===== src/hdl/assert_macros.svh =====
// Assertion macros shared by the parser modules; they sample on clk and idle during reset.
`ifndef ASSERT_MACROS_SVH
`define ASSERT_MACROS_SVH

// The condition holds at every clock edge outside reset.
`define ASSERT_ALWAYS(label, cond, msg) \
	label: assert property (@(posedge clk) disable iff (!arst_n) (cond)) \
		else $error(msg);

// The consequent holds in the same cycle as the antecedent.
`define ASSERT_IMPLIES(label, pre, post, msg) \
	label: assert property (@(posedge clk) disable iff (!arst_n) (pre) |-> (post)) \
		else $error(msg);

// The consequent holds in the cycle after the antecedent.
`define ASSERT_NEXT(label, pre, post, msg) \
	label: assert property (@(posedge clk) disable iff (!arst_n) (pre) |=> (post)) \
		else $error(msg);

`endif


===== src/hdl/tlvp_pkg.sv =====
// Types and constants shared by the TLV element header parser modules.
package tlvp_pkg;

	localparam int TAG_W    = 28;
	localparam int LEN_W    = 16;
	localparam int OFF_W    = 16;
	localparam int COUNT_W  = 16;
	localparam int KIND_W   = 2;
	localparam int OUT_W    = 80;
	localparam int QUEUE_DEPTH = 4;
	localparam int QPTR_W   = 2;
	localparam int QCNT_W   = 3;

	localparam logic [7:0] TAG_LOW_MASK  = 8'h1F;
	localparam logic [7:0] GROUP_MASK    = 8'h7F;
	localparam logic [7:0] MORE_BIT      = 8'h80;
	localparam logic [7:0] COMPOSITE_BIT = 8'h20;

	typedef enum logic [KIND_W-1:0] {
		KIND_HEADER  = 2'd0,
		KIND_END_OK  = 2'd1,
		KIND_END_BAD = 2'd2
	} kind_t;

	typedef enum logic [4:0] {
		PH_TAG_FIRST = 5'b00001,
		PH_TAG_MORE  = 5'b00010,
		PH_LEN_FIRST = 5'b00100,
		PH_LEN_MORE  = 5'b01000,
		PH_VALUE     = 5'b10000
	} phase_t;

	// One queue entry: the results caused by one byte.
	typedef struct packed {
		logic               has_hdr;
		logic [TAG_W-1:0]   tag;
		logic               comp;
		logic [LEN_W-1:0]   len;
		logic [OFF_W-1:0]   off;
		logic               has_sum;
		logic               sum_ok;
		logic [COUNT_W-1:0] count;
	} rec_t;

endpackage


===== src/hdl/tlv_element_header_parser.sv =====
// Usage: TLV element header parser, one buffer byte per s_axis beat, results on m_axis.
// s_axis carries one byte of the buffer in tdata[7:0]; tlast marks the final byte.
// For each element whose length field completes, one header beat leaves on m_axis
// (tuser = element header) with tag number, composite flag, value length and the
// buffer offset of the first value byte. The final byte yields a summary beat with
// tlast set: tuser says ok or malformed, and item_count holds the element count, or zero if malformed.
// When one byte closes both a header and the buffer, the header beat comes first.
// A byte is taken every cycle while the record queue is not full; each result passes through
// the record queue and the output register, and a summary that follows its header is the next beat.
// The front end and the output register are parted by a four-entry record queue, so
// s_axis_tready stays high while the receiver stalls until four records are waiting.
// Reset clears the parser state, empties the queue and drops m_axis_tvalid; after
// every summary the parser starts over with a fresh buffer at position zero.
module tlv_element_header_parser #(
	parameter int BUFFER_BYTES     = 65536,
	parameter int MAX_TAG_BYTES    = 4,
	parameter int MAX_LENGTH_BYTES = 4
) (
	input  logic                        clk,
	input  logic                        arst_n,
	input  logic                        s_axis_tvalid,
	output logic                        s_axis_tready,
	input  logic [7:0]                  s_axis_tdata,  // data_byte[7:0]
	input  logic                        s_axis_tlast,  // last_byte
	output logic                        m_axis_tvalid,
	input  logic                        m_axis_tready,
	// tag number[27:0], composite[28], value_length[44:29], value_offset[60:45],
	// item_count[76:61], zero pad[79:77]
	output logic [tlvp_pkg::OUT_W-1:0]  m_axis_tdata,
	output logic [tlvp_pkg::KIND_W-1:0] m_axis_tuser,  // kind[1:0]
	output logic                        m_axis_tlast   // last_result
);
	import tlvp_pkg::*;

	logic full;
	logic empty;
	logic accept;
	logic push;
	logic pop;
	rec_t push_rec;
	rec_t pop_rec;

	assign s_axis_tready = !full;
	assign accept        = s_axis_tvalid && s_axis_tready;

	tlvp_front #(
		.BUFFER_BYTES     (BUFFER_BYTES),
		.MAX_TAG_BYTES    (MAX_TAG_BYTES),
		.MAX_LENGTH_BYTES (MAX_LENGTH_BYTES)
	) u_front (
		.clk       (clk),
		.arst_n    (arst_n),
		.accept    (accept),
		.data_byte (s_axis_tdata),
		.last_byte (s_axis_tlast),
		.push      (push),
		.rec       (push_rec)
	);

	tlvp_queue u_queue (
		.clk      (clk),
		.arst_n   (arst_n),
		.push     (push),
		.push_rec (push_rec),
		.full     (full),
		.pop      (pop),
		.pop_rec  (pop_rec),
		.empty    (empty)
	);

	tlvp_back u_back (
		.clk      (clk),
		.arst_n   (arst_n),
		.rec      (pop_rec),
		.empty    (empty),
		.pop      (pop),
		.m_tvalid (m_axis_tvalid),
		.m_tready (m_axis_tready),
		.m_tdata  (m_axis_tdata),
		.m_tuser  (m_axis_tuser),
		.m_tlast  (m_axis_tlast)
	);

endmodule


===== src/hdl/tlvp_front.sv =====
// Front end: walks the TLV byte stream and builds one result record per byte that causes results.
module tlvp_front #(
	parameter int BUFFER_BYTES     = 65536,
	parameter int MAX_TAG_BYTES    = 4,
	parameter int MAX_LENGTH_BYTES = 4
) (
	input  logic          clk,
	input  logic          arst_n,
	input  logic          accept,
	input  logic [7:0]    data_byte,
	input  logic          last_byte,
	output logic          push,
	output tlvp_pkg::rec_t rec
);
	import tlvp_pkg::*;

	localparam int POS_W = $clog2(BUFFER_BYTES + 1);

	phase_t             phase_q, phase_n;
	logic [TAG_W-1:0]   tag_q, tag_n;
	logic [2:0]         tag_seen_q, tag_seen_n;
	logic               comp_q, comp_n;
	logic [2:0]         len_left_q, len_left_n;
	logic [LEN_W-1:0]   len_acc_q, len_acc_n;
	logic               len_ovf_q, len_ovf_n;
	logic [LEN_W-1:0]   val_left_q, val_left_n;
	logic [POS_W-1:0]   pos_q, pos_n;
	logic [COUNT_W-1:0] cnt_q, cnt_n;
	logic               err_q, err_n;
	logic               hdr;
	logic [LEN_W-1:0]   hdr_len;
	logic               ok;
	logic               pos_full;
	logic [31:0]        pos_ext;

	assign pos_full = (pos_q == POS_W'(BUFFER_BYTES));
	assign pos_ext  = 32'(pos_q);

	always_comb begin
		logic [6:0] cnt_bytes;
		phase_n    = phase_q;
		tag_n      = tag_q;
		tag_seen_n = tag_seen_q;
		comp_n     = comp_q;
		len_left_n = len_left_q;
		len_acc_n  = len_acc_q;
		len_ovf_n  = len_ovf_q;
		val_left_n = val_left_q;
		err_n      = err_q | pos_full;
		hdr        = 1'b0;
		hdr_len    = '0;
		cnt_bytes  = data_byte[6:0];
		if (!err_n) begin
			unique case (phase_q)
				PH_TAG_FIRST: begin
					comp_n = |(data_byte & COMPOSITE_BIT);
					if ((data_byte & TAG_LOW_MASK) == TAG_LOW_MASK) begin
						tag_n      = '0;
						tag_seen_n = 3'd0;
						phase_n    = PH_TAG_MORE;
					end else begin
						tag_n      = TAG_W'(data_byte & GROUP_MASK);
						tag_seen_n = 3'd1;
						if (!(|(data_byte & MORE_BIT)) || tag_seen_n >= 3'(MAX_TAG_BYTES))
							phase_n = PH_LEN_FIRST;
						else
							phase_n = PH_TAG_MORE;
					end
				end
				PH_TAG_MORE: begin
					tag_n      = {tag_q[TAG_W-8:0], data_byte[6:0]};
					tag_seen_n = tag_seen_q + 3'd1;
					if (!(|(data_byte & MORE_BIT)) || tag_seen_n >= 3'(MAX_TAG_BYTES))
						phase_n = PH_LEN_FIRST;
					else
						phase_n = PH_TAG_MORE;
				end
				PH_LEN_FIRST: begin
					if (!data_byte[7]) begin
						hdr     = 1'b1;
						hdr_len = LEN_W'(data_byte);
					end else if (cnt_bytes == 7'd0) begin
						hdr     = 1'b1;
						hdr_len = '0;
					end else if (cnt_bytes > 7'(MAX_LENGTH_BYTES)) begin
						err_n = 1'b1;
					end else begin
						len_left_n = cnt_bytes[2:0];
						len_acc_n  = '0;
						len_ovf_n  = 1'b0;
						phase_n    = PH_LEN_MORE;
					end
				end
				PH_LEN_MORE: begin
					// Only the low 16 bits are kept; anything shifted out marks overflow.
					len_acc_n  = {len_acc_q[7:0], data_byte};
					len_ovf_n  = len_ovf_q | (|len_acc_q[15:8]);
					len_left_n = len_left_q - 3'd1;
					if (len_left_n == 3'd0) begin
						if (len_ovf_n) begin
							err_n = 1'b1;
						end else begin
							hdr     = 1'b1;
							hdr_len = len_acc_n;
						end
					end
				end
				PH_VALUE: begin
					val_left_n = val_left_q - LEN_W'(1);
					if (val_left_n == '0)
						phase_n = PH_TAG_FIRST;
				end
				default: begin
					err_n = 1'b1;
				end
			endcase
		end
		if (hdr) begin
			val_left_n = hdr_len;
			phase_n    = (hdr_len == '0) ? PH_TAG_FIRST : PH_VALUE;
		end
		cnt_n = (hdr && cnt_q != {COUNT_W{1'b1}}) ? cnt_q + COUNT_W'(1) : cnt_q;
		pos_n = pos_full ? pos_q : pos_q + POS_W'(1);
		ok    = !err_n && phase_n == PH_TAG_FIRST;
	end

	assign push        = accept && (hdr || last_byte);
	assign rec.has_hdr = hdr;
	assign rec.tag     = tag_n;
	assign rec.comp    = comp_n;
	assign rec.len     = hdr_len;
	assign rec.off     = OFF_W'(pos_ext + 32'd1);
	assign rec.has_sum = last_byte;
	assign rec.sum_ok  = ok;
	assign rec.count   = ok ? cnt_n : '0;

	always_ff @(posedge clk or negedge arst_n) begin
		if (!arst_n) begin
			phase_q    <= PH_TAG_FIRST;
			tag_q      <= '0;
			tag_seen_q <= '0;
			comp_q     <= 1'b0;
			len_left_q <= '0;
			len_acc_q  <= '0;
			len_ovf_q  <= 1'b0;
			val_left_q <= '0;
			pos_q      <= '0;
			cnt_q      <= '0;
			err_q      <= 1'b0;
		end else if (accept) begin
			if (last_byte) begin
				// A summary closes the buffer; the next beat starts a new one.
				phase_q    <= PH_TAG_FIRST;
				tag_q      <= '0;
				tag_seen_q <= '0;
				comp_q     <= 1'b0;
				len_left_q <= '0;
				len_acc_q  <= '0;
				len_ovf_q  <= 1'b0;
				val_left_q <= '0;
				pos_q      <= '0;
				cnt_q      <= '0;
				err_q      <= 1'b0;
			end else begin
				phase_q    <= phase_n;
				tag_q      <= tag_n;
				tag_seen_q <= tag_seen_n;
				comp_q     <= comp_n;
				len_left_q <= len_left_n;
				len_acc_q  <= len_acc_n;
				len_ovf_q  <= len_ovf_n;
				val_left_q <= val_left_n;
				pos_q      <= pos_n;
				cnt_q      <= cnt_n;
				err_q      <= err_n;
			end
		end
	end

`include "assert_macros.svh"

	`ASSERT_NEXT(a_clear_after_last, accept && last_byte, pos_q == '0 && cnt_q == '0 && !err_q, "state not cleared after summary")

endmodule


===== src/hdl/tlvp_queue.sv =====
// Short queue of result records between the parser front end and the output stage.
module tlvp_queue (
	input  logic           clk,
	input  logic           arst_n,
	input  logic           push,
	input  tlvp_pkg::rec_t push_rec,
	output logic           full,
	input  logic           pop,
	output tlvp_pkg::rec_t pop_rec,
	output logic           empty
);
	import tlvp_pkg::*;

	rec_t              mem_q [QUEUE_DEPTH];
	logic [QPTR_W-1:0] wr_ptr_q;
	logic [QPTR_W-1:0] rd_ptr_q;
	logic [QCNT_W-1:0] count_q;
	logic              do_push;
	logic              do_pop;

	assign full    = (count_q == QCNT_W'(QUEUE_DEPTH));
	assign empty   = (count_q == '0);
	assign do_push = push && !full;
	assign do_pop  = pop && !empty;
	assign pop_rec = mem_q[rd_ptr_q];

	always_ff @(posedge clk) begin
		if (do_push)
			mem_q[wr_ptr_q] <= push_rec;
	end

	always_ff @(posedge clk or negedge arst_n) begin
		if (!arst_n) begin
			wr_ptr_q <= '0;
			rd_ptr_q <= '0;
			count_q  <= '0;
		end else begin
			if (do_push)
				wr_ptr_q <= wr_ptr_q + QPTR_W'(1);
			if (do_pop)
				rd_ptr_q <= rd_ptr_q + QPTR_W'(1);
			if (do_push && !do_pop)
				count_q <= count_q + QCNT_W'(1);
			else if (do_pop && !do_push)
				count_q <= count_q - QCNT_W'(1);
		end
	end

`include "assert_macros.svh"

	`ASSERT_IMPLIES(a_no_push_full, full, !push, "record pushed into a full queue")
	`ASSERT_IMPLIES(a_no_pop_empty, empty, !pop, "record popped from an empty queue")

endmodule


===== src/hdl/tlvp_back.sv =====
// Output stage: turns queued records into header and summary beats on the result stream.
module tlvp_back (
	input  logic                       clk,
	input  logic                       arst_n,
	input  tlvp_pkg::rec_t             rec,
	input  logic                       empty,
	output logic                       pop,
	output logic                       m_tvalid,
	input  logic                       m_tready,
	output logic [tlvp_pkg::OUT_W-1:0] m_tdata,
	output logic [tlvp_pkg::KIND_W-1:0] m_tuser,
	output logic                       m_tlast
);
	import tlvp_pkg::*;

	logic                valid_q;
	logic [OUT_W-1:0]    data_q;
	kind_t               kind_q;
	logic                last_q;
	logic                pend_q;
	logic                pend_ok_q;
	logic [COUNT_W-1:0]  pend_cnt_q;
	logic                load;

	function automatic logic [OUT_W-1:0] pack_beat(logic [TAG_W-1:0] tag, logic comp,
			logic [LEN_W-1:0] len, logic [OFF_W-1:0] off, logic [COUNT_W-1:0] count);
		return {3'b000, count, off, len, comp, tag};
	endfunction

	assign load = !valid_q || m_tready;
	assign pop  = load && !pend_q && !empty;

	always_ff @(posedge clk or negedge arst_n) begin
		if (!arst_n) begin
			valid_q    <= 1'b0;
			pend_q     <= 1'b0;
			pend_ok_q  <= 1'b0;
			pend_cnt_q <= '0;
			data_q     <= '0;
			kind_q     <= KIND_HEADER;
			last_q     <= 1'b0;
		end else if (load) begin
			if (pend_q) begin
				valid_q <= 1'b1;
				pend_q  <= 1'b0;
				data_q  <= pack_beat('0, 1'b0, '0, '0, pend_cnt_q);
				kind_q  <= pend_ok_q ? KIND_END_OK : KIND_END_BAD;
				last_q  <= 1'b1;
			end else if (!empty) begin
				valid_q <= 1'b1;
				if (rec.has_hdr) begin
					// The summary of the same byte follows the header one beat later.
					pend_q     <= rec.has_sum;
					pend_ok_q  <= rec.sum_ok;
					pend_cnt_q <= rec.count;
					data_q     <= pack_beat(rec.tag, rec.comp, rec.len, rec.off, '0);
					kind_q     <= KIND_HEADER;
					last_q     <= 1'b0;
				end else begin
					data_q <= pack_beat('0, 1'b0, '0, '0, rec.count);
					kind_q <= rec.sum_ok ? KIND_END_OK : KIND_END_BAD;
					last_q <= 1'b1;
				end
			end else begin
				valid_q <= 1'b0;
			end
		end
	end

	assign m_tvalid = valid_q;
	assign m_tdata  = data_q;
	assign m_tuser  = kind_q;
	assign m_tlast  = last_q;

`include "assert_macros.svh"

	`ASSERT_IMPLIES(a_pend_shown, pend_q, valid_q && !last_q, "pending summary without its header beat")
	`ASSERT_IMPLIES(a_last_kind, valid_q, last_q == (kind_q != KIND_HEADER), "beat kind disagrees with tlast")

endmodule

===== config.mk =====
export PLATFORM = sky130hd
export DESIGN_NAME = tlv_element_header_parser
export DESIGN_NICKNAME = d
export VERILOG_FILES = /design/src/hdl/tlvp_pkg.sv /design/src/hdl/tlv_element_header_parser.sv /design/src/hdl/tlvp_front.sv /design/src/hdl/tlvp_queue.sv /design/src/hdl/tlvp_back.sv
export VERILOG_INCLUDE_DIRS = /design/src /design/src/hdl
export SDC_FILE = /design/constraint.sdc
export NUM_CORES = 1
export LEC_CHECK = 0
export ABC_AREA = 1
export BUFFER_PORTS_ARGS = -buffer_cell sky130_fd_sc_hd__clkbuf_2
export CAP_MARGIN = 20
export CORE_ASPECT_RATIO = 0.7
export CORE_UTILIZATION = 40
export CTS_CLUSTER_DIAMETER = 50
export DETAILED_ROUTE_END_ITERATION = 10
export HOLD_SLACK_MARGIN = 0.05
export PLACE_DENSITY = 0.62
export SLEW_MARGIN = 20
export SYNTH_ARGS = -nofsm -noshare
export SYNTH_HDL_FRONTEND = slang
export SYNTH_SLANG_ARGS = --single-unit
export TNS_END_PERCENT = 1

===== constraint.sdc =====
create_clock -name clk -period 5 [get_ports clk]
set_clock_uncertainty 0.1 [all_clocks]
set_input_delay 1 -clock clk [delete_from_list [all_inputs] [get_ports clk]]
set_output_delay 1 -clock clk [all_outputs]
set_load 0.01 [all_outputs]

# Word level (Yosys, flattened, before mapping)
# Memory sizes are Yosys's and may differ from the RTL's.
# Index checks and enable logic that the tools add are counted.
# Widths: inputs -> output; s select.
# word_totals
mem_count	1
ram_bits	320
register_bits	216
out_inout_bits	85
# mem_list
name	depth	width	read_ports	rd_ports_with_merged_regs	wr	line	rtl
u_queue.mem_q	4	80	1	0	1	tlvp_queue.sv:14	rec_t mem_q [QUEUE_DEPTH];
# op_classes
eq_ne	17
n_addsub	10
n_mux	89
reduce_logical	38
bitwise_logic	4
order_cmp	2
# op_table
op	count
$mux 16	15
$mux 80	2
$mux 77	1
$pmux 16 s2	2
$mux 28	2
$pmux 28 s2	1
$mux 5	9
$mux 17	2
$mux 3	11
$add 16x1->16 const B	2
$logic_not 16->1	2
$mux 1	31
$pmux 5 s4	1
$add 17x1->17 const B	1
$eq 17x17->1 const B	1
$ne 16x16->1 const B	1
$sub 16x1->16 const B	1
$mux 7	2
$pmux 3 s2	2
$eq 5x1->1 const B	2
$eq 5x5->1 const B	2
$logic_and 1x1->1	10
$mux 2	5
$ne 3x3->1 const B	3
other kinds (27)	49

# Longest topological paths before layout
# Gate-level depths: netlist of run 1.
# depth
ltp_word	13
depth_mapped	20

# Modules after synthesis
# A second synthesis of run 1 with hierarchy kept.
# unflattened
hier_cells	2384
hier_area_um2	24155.7
# by_module_without_submodules
module	area_each_um2	seq_area_each_um2	n_inst	cells_each
tlvp_queue	13227.7	9784.4	1	994
tlvp_front	6670.1	2678.8	1	889
tlvp_back	4244.1	2477.4	1	498
tlv_element_header_parser	13.8	0.0	1	3

# Worst setup path before layout of run 1
# No wires, ideal clock.
# synth_path
kind	input to register
start	input port s_axis_tdata[1]
end	memory u_queue.mem_q[0][0] in the netlist's numbering (enable)
path_stages	10
t_arrival_ns	5.235
slack_ns	-0.854
setup_time_ns	0.519
path_buffers	1
cell_sequence	nor2_1 nand2_1 o21ai_0 nand2_1 nand2_1 nand2_1 buf_4 nand2_1 nand2_1 nor2_1
# synth_between
elab_chain_len	10
# synth_lines
element	line	rtl
start, declared	tlv_element_header_parser.sv:23	input logic [7:0] s_axis_tdata,
$logic_not 7->1	tlvp_front.sv:82	end else if (cnt_bytes == 7'd0) begin
$mux 1	tlvp_front.sv:82	
$mux 1	tlvp_front.sv:79	if (!data_byte[7]) begin
$pmux 1 s2	tlvp_front.sv:54	unique case (phase_q)
$mux 1	tlvp_front.sv:53	if (!err_n) begin
$logic_or 1x1->1	tlvp_front.sv:127	assign push = accept && (hdr || last_byte);
$logic_and 1x1->1	tlvp_front.sv:127	
$logic_and 1x1->1	tlvp_queue.sv:23	assign do_push = push && !full;
$mux 1	tlvp_queue.sv:28	if (do_push)
$mux 1 (implied by the code)	tlvp_queue.sv:29	mem_q[wr_ptr_q] <= push_rec;
end, declared	tlvp_queue.sv:14	
# Every way passes these cells.

# Worst setup path after layout of run 1
# layout_path
start	register u_front.pos_q[0]
end	register u_queue.count_q[1]
# layout_between
elab_chain_len	9
# layout_lines
element	line	rtl
start, declared	tlvp_front.sv:27	logic [POS_W-1:0] pos_q, pos_n;
start signal, assigned	tlvp_front.sv:173	pos_q <= pos_n;
$eq 17x17->1 *	tlvp_front.sv:36	assign pos_full = (pos_q == POS_W'(BUFFER_BYTES));
$or 1x1->1 *	tlvp_front.sv:49	err_n = err_q | pos_full;
$mux 1 *	tlvp_front.sv:53	
$logic_or 1x1->1 *	tlvp_front.sv:127	
$logic_and 1x1->1 *	tlvp_front.sv:127	
$logic_and 1x1->1 *	tlvp_queue.sv:23	
named net u_queue.do_push	tlvp_queue.sv:18	logic do_push;
$logic_not 1->1	tlvp_queue.sv:44	else if (do_pop && !do_push)
$logic_and 1x1->1	tlvp_queue.sv:44	
$reduce_bool 2->1 (no line)	-	
end signal, assigned	tlvp_queue.sv:43	count_q <= count_q + QCNT_W'(1);
end signal, assigned	tlvp_queue.sv:45	count_q <= count_q - QCNT_W'(1);
end, declared	tlvp_queue.sv:17	logic [QCNT_W-1:0] count_q;
# Mark *: on every way through the listed nets, which the timed path passes. The rest lies on a longest branch.
# A chain may end at the register's enable or synchronous reset.

==> results.yml, run 1 <==
setup_path:
  cp-start-kind: "flip-flop"
  worstReg2RegStart: "u_front.pos_q[0]$_DFFE_PN0P_"
  critPathBufInv: 6
  path_class: "flip-flop to flip-flop"
  r2r_slack_ns: 1.35
  cp.depth: 18
  cp_slowest_stage_delay_ns: 0.42
  worstPathMaxFanout: 20
  slowest_stage: "fa_1"
  reg2reg_depth: 18
  critPathMostFrequentCell: "nand2_1"
  end_kind: "flip-flop"
  required_ns: 5.40
  crit_start: "u_front.pos_q[0]$_DFFE_PN0P_"
  worst_ep_arrival_time_ns: 4.05
  reg2reg_to: "u_queue.count_q[1]$_DFFE_PN0P_"
  critical_path.cell_chain: "inv_1, ha_1, nand2_1, inv_1, nand2_1, nor2_2, nand2_4, nand2_8, inv_4, nand2_1, buf_4, nand2_1, nand2_1, inv_1, ha_1, inv_1, fa_1, mux2_2"
  cpLargestDelayFamily: "simple AND/OR/NAND/NOR gates"
layout:
  fin_util_pct: 46.17
  regArea_um2: 14950
  final_area_um2: 25580
  fin_cells: 2926
  area_delta_synth_final_pct: 13.84
  drive_above_1_share_pct: 11.48
  antenna_cells: 0
  nNetsFinal: 2168
  nFillCells: 5045
  multi_input_area_um2: 6515
clock_tree:
  cts_root_buf: "clkbuf_16"
  tritoncts: "built"
  clockBufferDepth: 3
  postCtsSetupBuffers: 0
  htree_levels: 2
  cts_sinks: 533
  post_cts_resized: 0
  numCtsBuffers: 54
  clk_pin_slew_ns: 0.06
  clk_latency_ns: 0.61
  cts_hold_buf: 0
synth:
  synthXorXnorAreaFrac_pct: 1.247
  synthSimpleGateAreaFrac_pct: 12.82
  synth_common_cells: "320 x edfxtp_1, 286 x nand2_1, 275 x nor2_1"
  synth.distinct_cells: 48
  yosysTopAreaCell: "edfxtp_1"
  synthMostInstantiatedCell: "edfxtp_1"
  synthesis.area_um2: 22470
  synth_compound_area_share_pct: 13.76
  synth_fa_ha_area_share_pct: 0.8130
  synthMuxAreaShare_pct: 0.05011
  ys_top_cells_by_area: "edfxtp_1 43%, dfrtp_1 24%, o21ai_0 5.4%"
  synth_top_family_by_area: "compound AO/OA/AOI/OAI gates"
  ys.flop_type: "edfxtp_1"
  synth.avg_cell_area_um2: 10.84
  yosysTopAreaCellShare_pct: 42.76
  synth_cells: 2072
  synth-seq-area-share_pct: 66.49
  ys_seq_elements: 533
  synth_edf_count: 320
  synthArstFlopShare_pct: 39.96
  yosysWarnings: 0
pwr:
  p_leak_nw: 10.11
  finalPower_mw: 14.85
  p_per_area_nw_per_um2: 580.7
  vdd_drop_max_uv: 320.9
timing:
  hold_viol: 0
  fin_crit_sh_pct: 73.09
  worst_slew_pin_slew_ns: 1.118
  period_needed_ns: 3.655
  timing.fmax_mhz: 273.6
  slew_headroom_pct: 24.92
  maxSlewViolCount: 0
  setup_viol: 0
  rsz0062_at_grt: "no"
  timing.final.ws_setup_ns: 1.345
route:
  drt_iter0_drc: 1427
  vias_per_cell: 5.379
  drtPass1Iterations: 5
  ant_nets: 0
  drcViolationCount: 0
  wirelength_um: 56160
  wl_per_cell_um: 19.19
  vias: 15740
hold_path:
  holdCritPathClass: "input port to asynchronous set/reset pin"
die:
  dieArea_um2: 57140
  std_cell_rows: 72
  fp.dieH_um: 200.3
  die_w_um: 285.3
  core_um2: 55400
  initial_core_util_pct: 40.56
  ios: 98
global_route:
  overflow: 0
  grt_max_degree: 105
  grt_pass1_vias: 15450
  grt_pass1_wl_um: 89800
  grtUsageTotal_pct: 19.98
  antenna_found_initial: 1
placed_design:
  dpl_cell_area_um2: 23770
  dp_slack_ns: 1.137
  hpwl_um: 35040
  gp_congestion: 0.9138
  placed_cells: 2824
  io_buffers: 94
run_status:
  status: "complete, no violations"
run:
  drv_cap: 0
[report_power, final]
group	internal, mW	total, mW	leakage, nW	switching [mW]
Combinational	1.52	4.69	3.43	3.17
Clock	2.30	4.04	0.875	1.74
Sequential	5.52	6.12	5.80	0.607
Total	9.33	14.9	10.1	5.52
[sequential cells by signal, indices dropped and copies added (netlist names), 16 cells and up]
name,count
u_back.pend_cnt_q,16
u_front.len_acc_q,16
u_front.pos_q,17
u_front.tag_q,28
u_front.cnt_q,16
u_queue.mem_q,320
u_front.val_left_q,16
u_back.m_tdata,77
[cells by family (layout without fill, tap and decap cells)]
group | after synthesis | count (layout)
AND/OR/NAND/NOR | 691 | 691
flip-flops | 533 | 533
AO/OA/AOI/OAI | 528 | 528
buffers and inverters | 272 | 384
XOR/XNOR | 32 | 32
adder cells (fa/ha/maj) | 14 | 14
other | 1 | 3
multiplexers | 1 | 1
[worst max path at each step]
stage,to,slack [ns]
4_1_cts,u_queue.count_q[1]$_DFFE_PN0P_,1.36
3_3_place_gp,u_queue.count_q[2]$_DFFE_PN0P_,1.09
6_report,u_queue.count_q[1]$_DFFE_PN0P_,1.35
2_1_floorplan,u_queue.mem_q[0][0]$_DFFE_PP_,-0.85
5_1_grt,u_queue.count_q[2]$_DFFE_PN0P_,1.05
3_5_place_dp,u_queue.count_q[2]$_DFFE_PN0P_,1.14
[placed cells by master, fill, tap and decap left out, drive strengths merged, types with 2 or more instances in the layout]
cell type / n
edfxtp: 320
nor2: 294
nand2: 290
o21ai: 254
dfrtp: 212
clkbuf: 172
inv: 169
o22ai: 138
a21oi: 63
a22o: 61
nand3: 58
nor3: 29
xor2: 26
buf: 25
clkinv: 15
ha: 13
nand4: 9
xnor2: 6
nand3b: 5
o211ai: 4
o2111ai: 4
conb: 3
nor3b: 2
nor4: 2
a32o: 2
bufinv: 2
[per-layer routing]
| layer | GRT usage [%] | routed length, um | up-vias |
|---|---|---|---|
| li1 | - | - | 7396 |
| met4 | 4.240 | 757 | 0 |
| met2 | 28.62 | 23520 | 503 |
| met1 | 30.99 | 27540 | 7775 |
| met5 | 0 | 0 | - |
| met3 | 4.260 | 4334 | 64 |
[metrics by stage]
stage               TNS, ns  hold slack (ns)
floorplan           -273.29           0.3422
global placement          0           0.3549
detailed placement        0           0.3589
CTS                       0           0.3701
global route              0           0.4004
finish                    0           0.3429
[layout make-up]
cell class / count / area share [%]
Clock buffer: 79 / 6.129
Clock inverter: 22 / 0.8120
Inverter: 165 / 2.451
Multi-Input combinational cell: 1269 / 25.47
Sequential cell: 533 / 58.44
Tap cell: 740 / 3.620
Timing Repair Buffer: 118 / 3.082
(Power assumes the default switching activity.)
==> run 2: changes to the inputs <==
- clock period: 5 -> 3 ns (I/O delays scaled with it)
==> results.yml, run 2 (synthesized netlist as in run 1, its figures left out) <==
run_status:
  status: "complete, no violations"
route:
  wl_met3_um: 3564
  drtPass1Iterations: 6
  top_layer_used: "met4"
  vias_per_cell: 5.356
  drt_iter0_drc: 1473
  wl_met1_um: 28110
  ant_nets: 0
  drcViolationCount: 0
  wl_per_cell_um: 19.17
  wl_met2_um: 24380
  vias: 15940
  wirelength_um: 57050
layout:
  nFillCells: 4972
  final_area_um2: 26130
  fin_util_pct: 47.17
  regMostFlops: "u_queue.mem_q"
  largest_reg_flops: 320
  regArea_um2: 14950
  nNetsFinal: 2219
  fin_cells: 2976
  layout_common_cells: "320 x edfxtp_1, 281 x nand2_1, 265 x nor2_1"
  antenna_cells: 0
  mostFrequentLayoutCell: "edfxtp_1"
  multi_input_area_um2: 6563
  drive_above_1_share_pct: 14.00
  area_delta_synth_final_pct: 16.29
setup_path:
  slowest_stage: "dfrtp_1"
  required_ns: 3.23
  cp_slowest_stage_delay_ns: 0.42
  r2r_slack_ns: 0.20
  worstPathMaxFanout: 19
  path_class: "flip-flop to flip-flop"
  end_kind: "flip-flop"
  critPathMostFrequentCell: "nand2_4"
  cp-start-kind: "flip-flop"
  critical_path.cell_chain: "inv_2, ha_4, nand2_1, inv_1, nand2_1, nor2_2, nand2_4, nand2_8, inv_8, nand2_4, buf_6, inv_2, nand2_4, inv_4, o21ai_0, nor2_2"
  worst_ep_arrival_time_ns: 3.03
placed_design:
  placed_cells: 2876
  gp_congestion: 0.8670
  io_buffers: 94
  dp_slack_ns: 0.1257
  hpwl_um: 36500
  dpl_cell_area_um2: 24340
timing:
  period_needed_ns: 2.799
  maxSlewViolCount: 0
  hold_slack_ns: 0.2209
  rsz0062_at_grt: "no"
  worst_slew_pin_slew_ns: 0.7630
  setup_viol: 0
  fin_crit_sh_pct: 93.29
  fin_setup_tns_ns: 0
  hold_viol: 0
  timing.final.ws_setup_ns: 0.2012
  slew_headroom_pct: 48.74
  timing.fmax_mhz: 357.3
clock_tree:
  htree_levels: 2
  clk_latency_ns: 0.60
  numCtsBuffers: 53
  clk_pin_slew_ns: 0.06
  postCtsSetupBuffers: 0
  clockBufferDepth: 3
  tritoncts: "built"
  cts_sinks: 533
  cts_root_buf: "clkbuf_16"
global_route:
  grtUsageTotal_pct: 20.06
  grt_pass1_vias: 15190
  grt_pass1_wl_um: 89840
  antenna_found_initial: 0
  grt_max_degree: 133
  overflow: 0
die:
  std_cell_rows: 72
  dieArea_um2: 57140
  fp.dieH_um: 200.3
  ios: 98
  core_um2: 55400
  initial_core_util_pct: 40.56
  die_w_um: 285.3
pwr:
  p_leak_nw: 10.40
  p_per_area_nw_per_um2: 956.6
  p_sw_share_pct: 36.81
  finalPower_mw: 25.00
  power_frac_seq_pct: 39.3
  p_int_mw: 15.79
  vdd_drop_max_uv: 647.1
  clock_power_share_pct: 26.8
  pwr-share-comb_pct: 33.9
  p_switching_mw: 9.202
hold_path:
  holdCritPathClass: "input port to flip-flop"
run:
  drv_cap: 0
run 2: routing by layer:
layer,global-route usage (%),up-vias
met5,0,-
met1,31.48,7908
met3,3.337,65
met2,28.80,474
met4,4.736,0
li1,-,7491
run 2: final timing paths:
path / from / to / depth (start not counted)
worst max-delay path: u_front.pos_q[0]$_DFFE_PN0P_ / u_queue.mem_q[3][7]$_DFFE_PP_ / 16
worst min-delay path: s_axis_tdata[6] / u_front.len_acc_q[6]$_DFFE_PN0P_ / 3
worst max register to register: u_front.pos_q[0]$_DFFE_PN0P_ / u_queue.mem_q[3][7]$_DFFE_PP_ / 16
worst min register to register: u_back.pend_cnt_q[4]$_DFFE_PN0P_ / u_back.pend_cnt_q[4]$_DFFE_PN0P_ / 2
max in group asynchronous: arst_n / u_back.m_tdata[17]$_DFFE_PN0P_ / 3
min in group asynchronous: arst_n / u_back.m_tdata[48]$_DFFE_PN0P_ / 2
run 2: power by group through the flow:
stage | Sequential, mW | Clock (mW) | Combinational [mW]
after global routing | 9.96 | 7.16 | 9.42
after floorplan | 10.0 | 0 | 5.39
after CTS | 9.82 | 6.84 | 8.56
after global placement | 9.92 | 0 | 8.35
after detailed placement | 9.96 | 0 | 8.50
final | 9.82 | 6.71 | 8.46
run 2: critical path: cells and delay by family (launching register included):
kind	cells	cell delay [ns]
AOI/OAI and AO/OA	1	0.28
adders and majority gates	1	0.12
buffers and inverters	6	0.70
DFF	1	0.42
and+or+nand+nor	8	0.87
run 2: cell type report:
| cell class | count | share of cell area [%] |
|---|---|---|
| timing repair buffer | 170 | 4.956 |
| sequential | 533 | 57.19 |
| multi-input combinational | 1269 | 25.11 |
| tap | 740 | 3.543 |
| clock inverter | 33 | 1.159 |
| inverter | 165 | 2.418 |
| clock buffer | 66 | 5.616 |
run 2: timing repair:
item / in CTS / in global routing
hold buffers: 1 / 0
setup endpoints to repair: 0 / 64
gates resized for setup: 0 / 6
endpoints found under the hold margin: 66 / 0
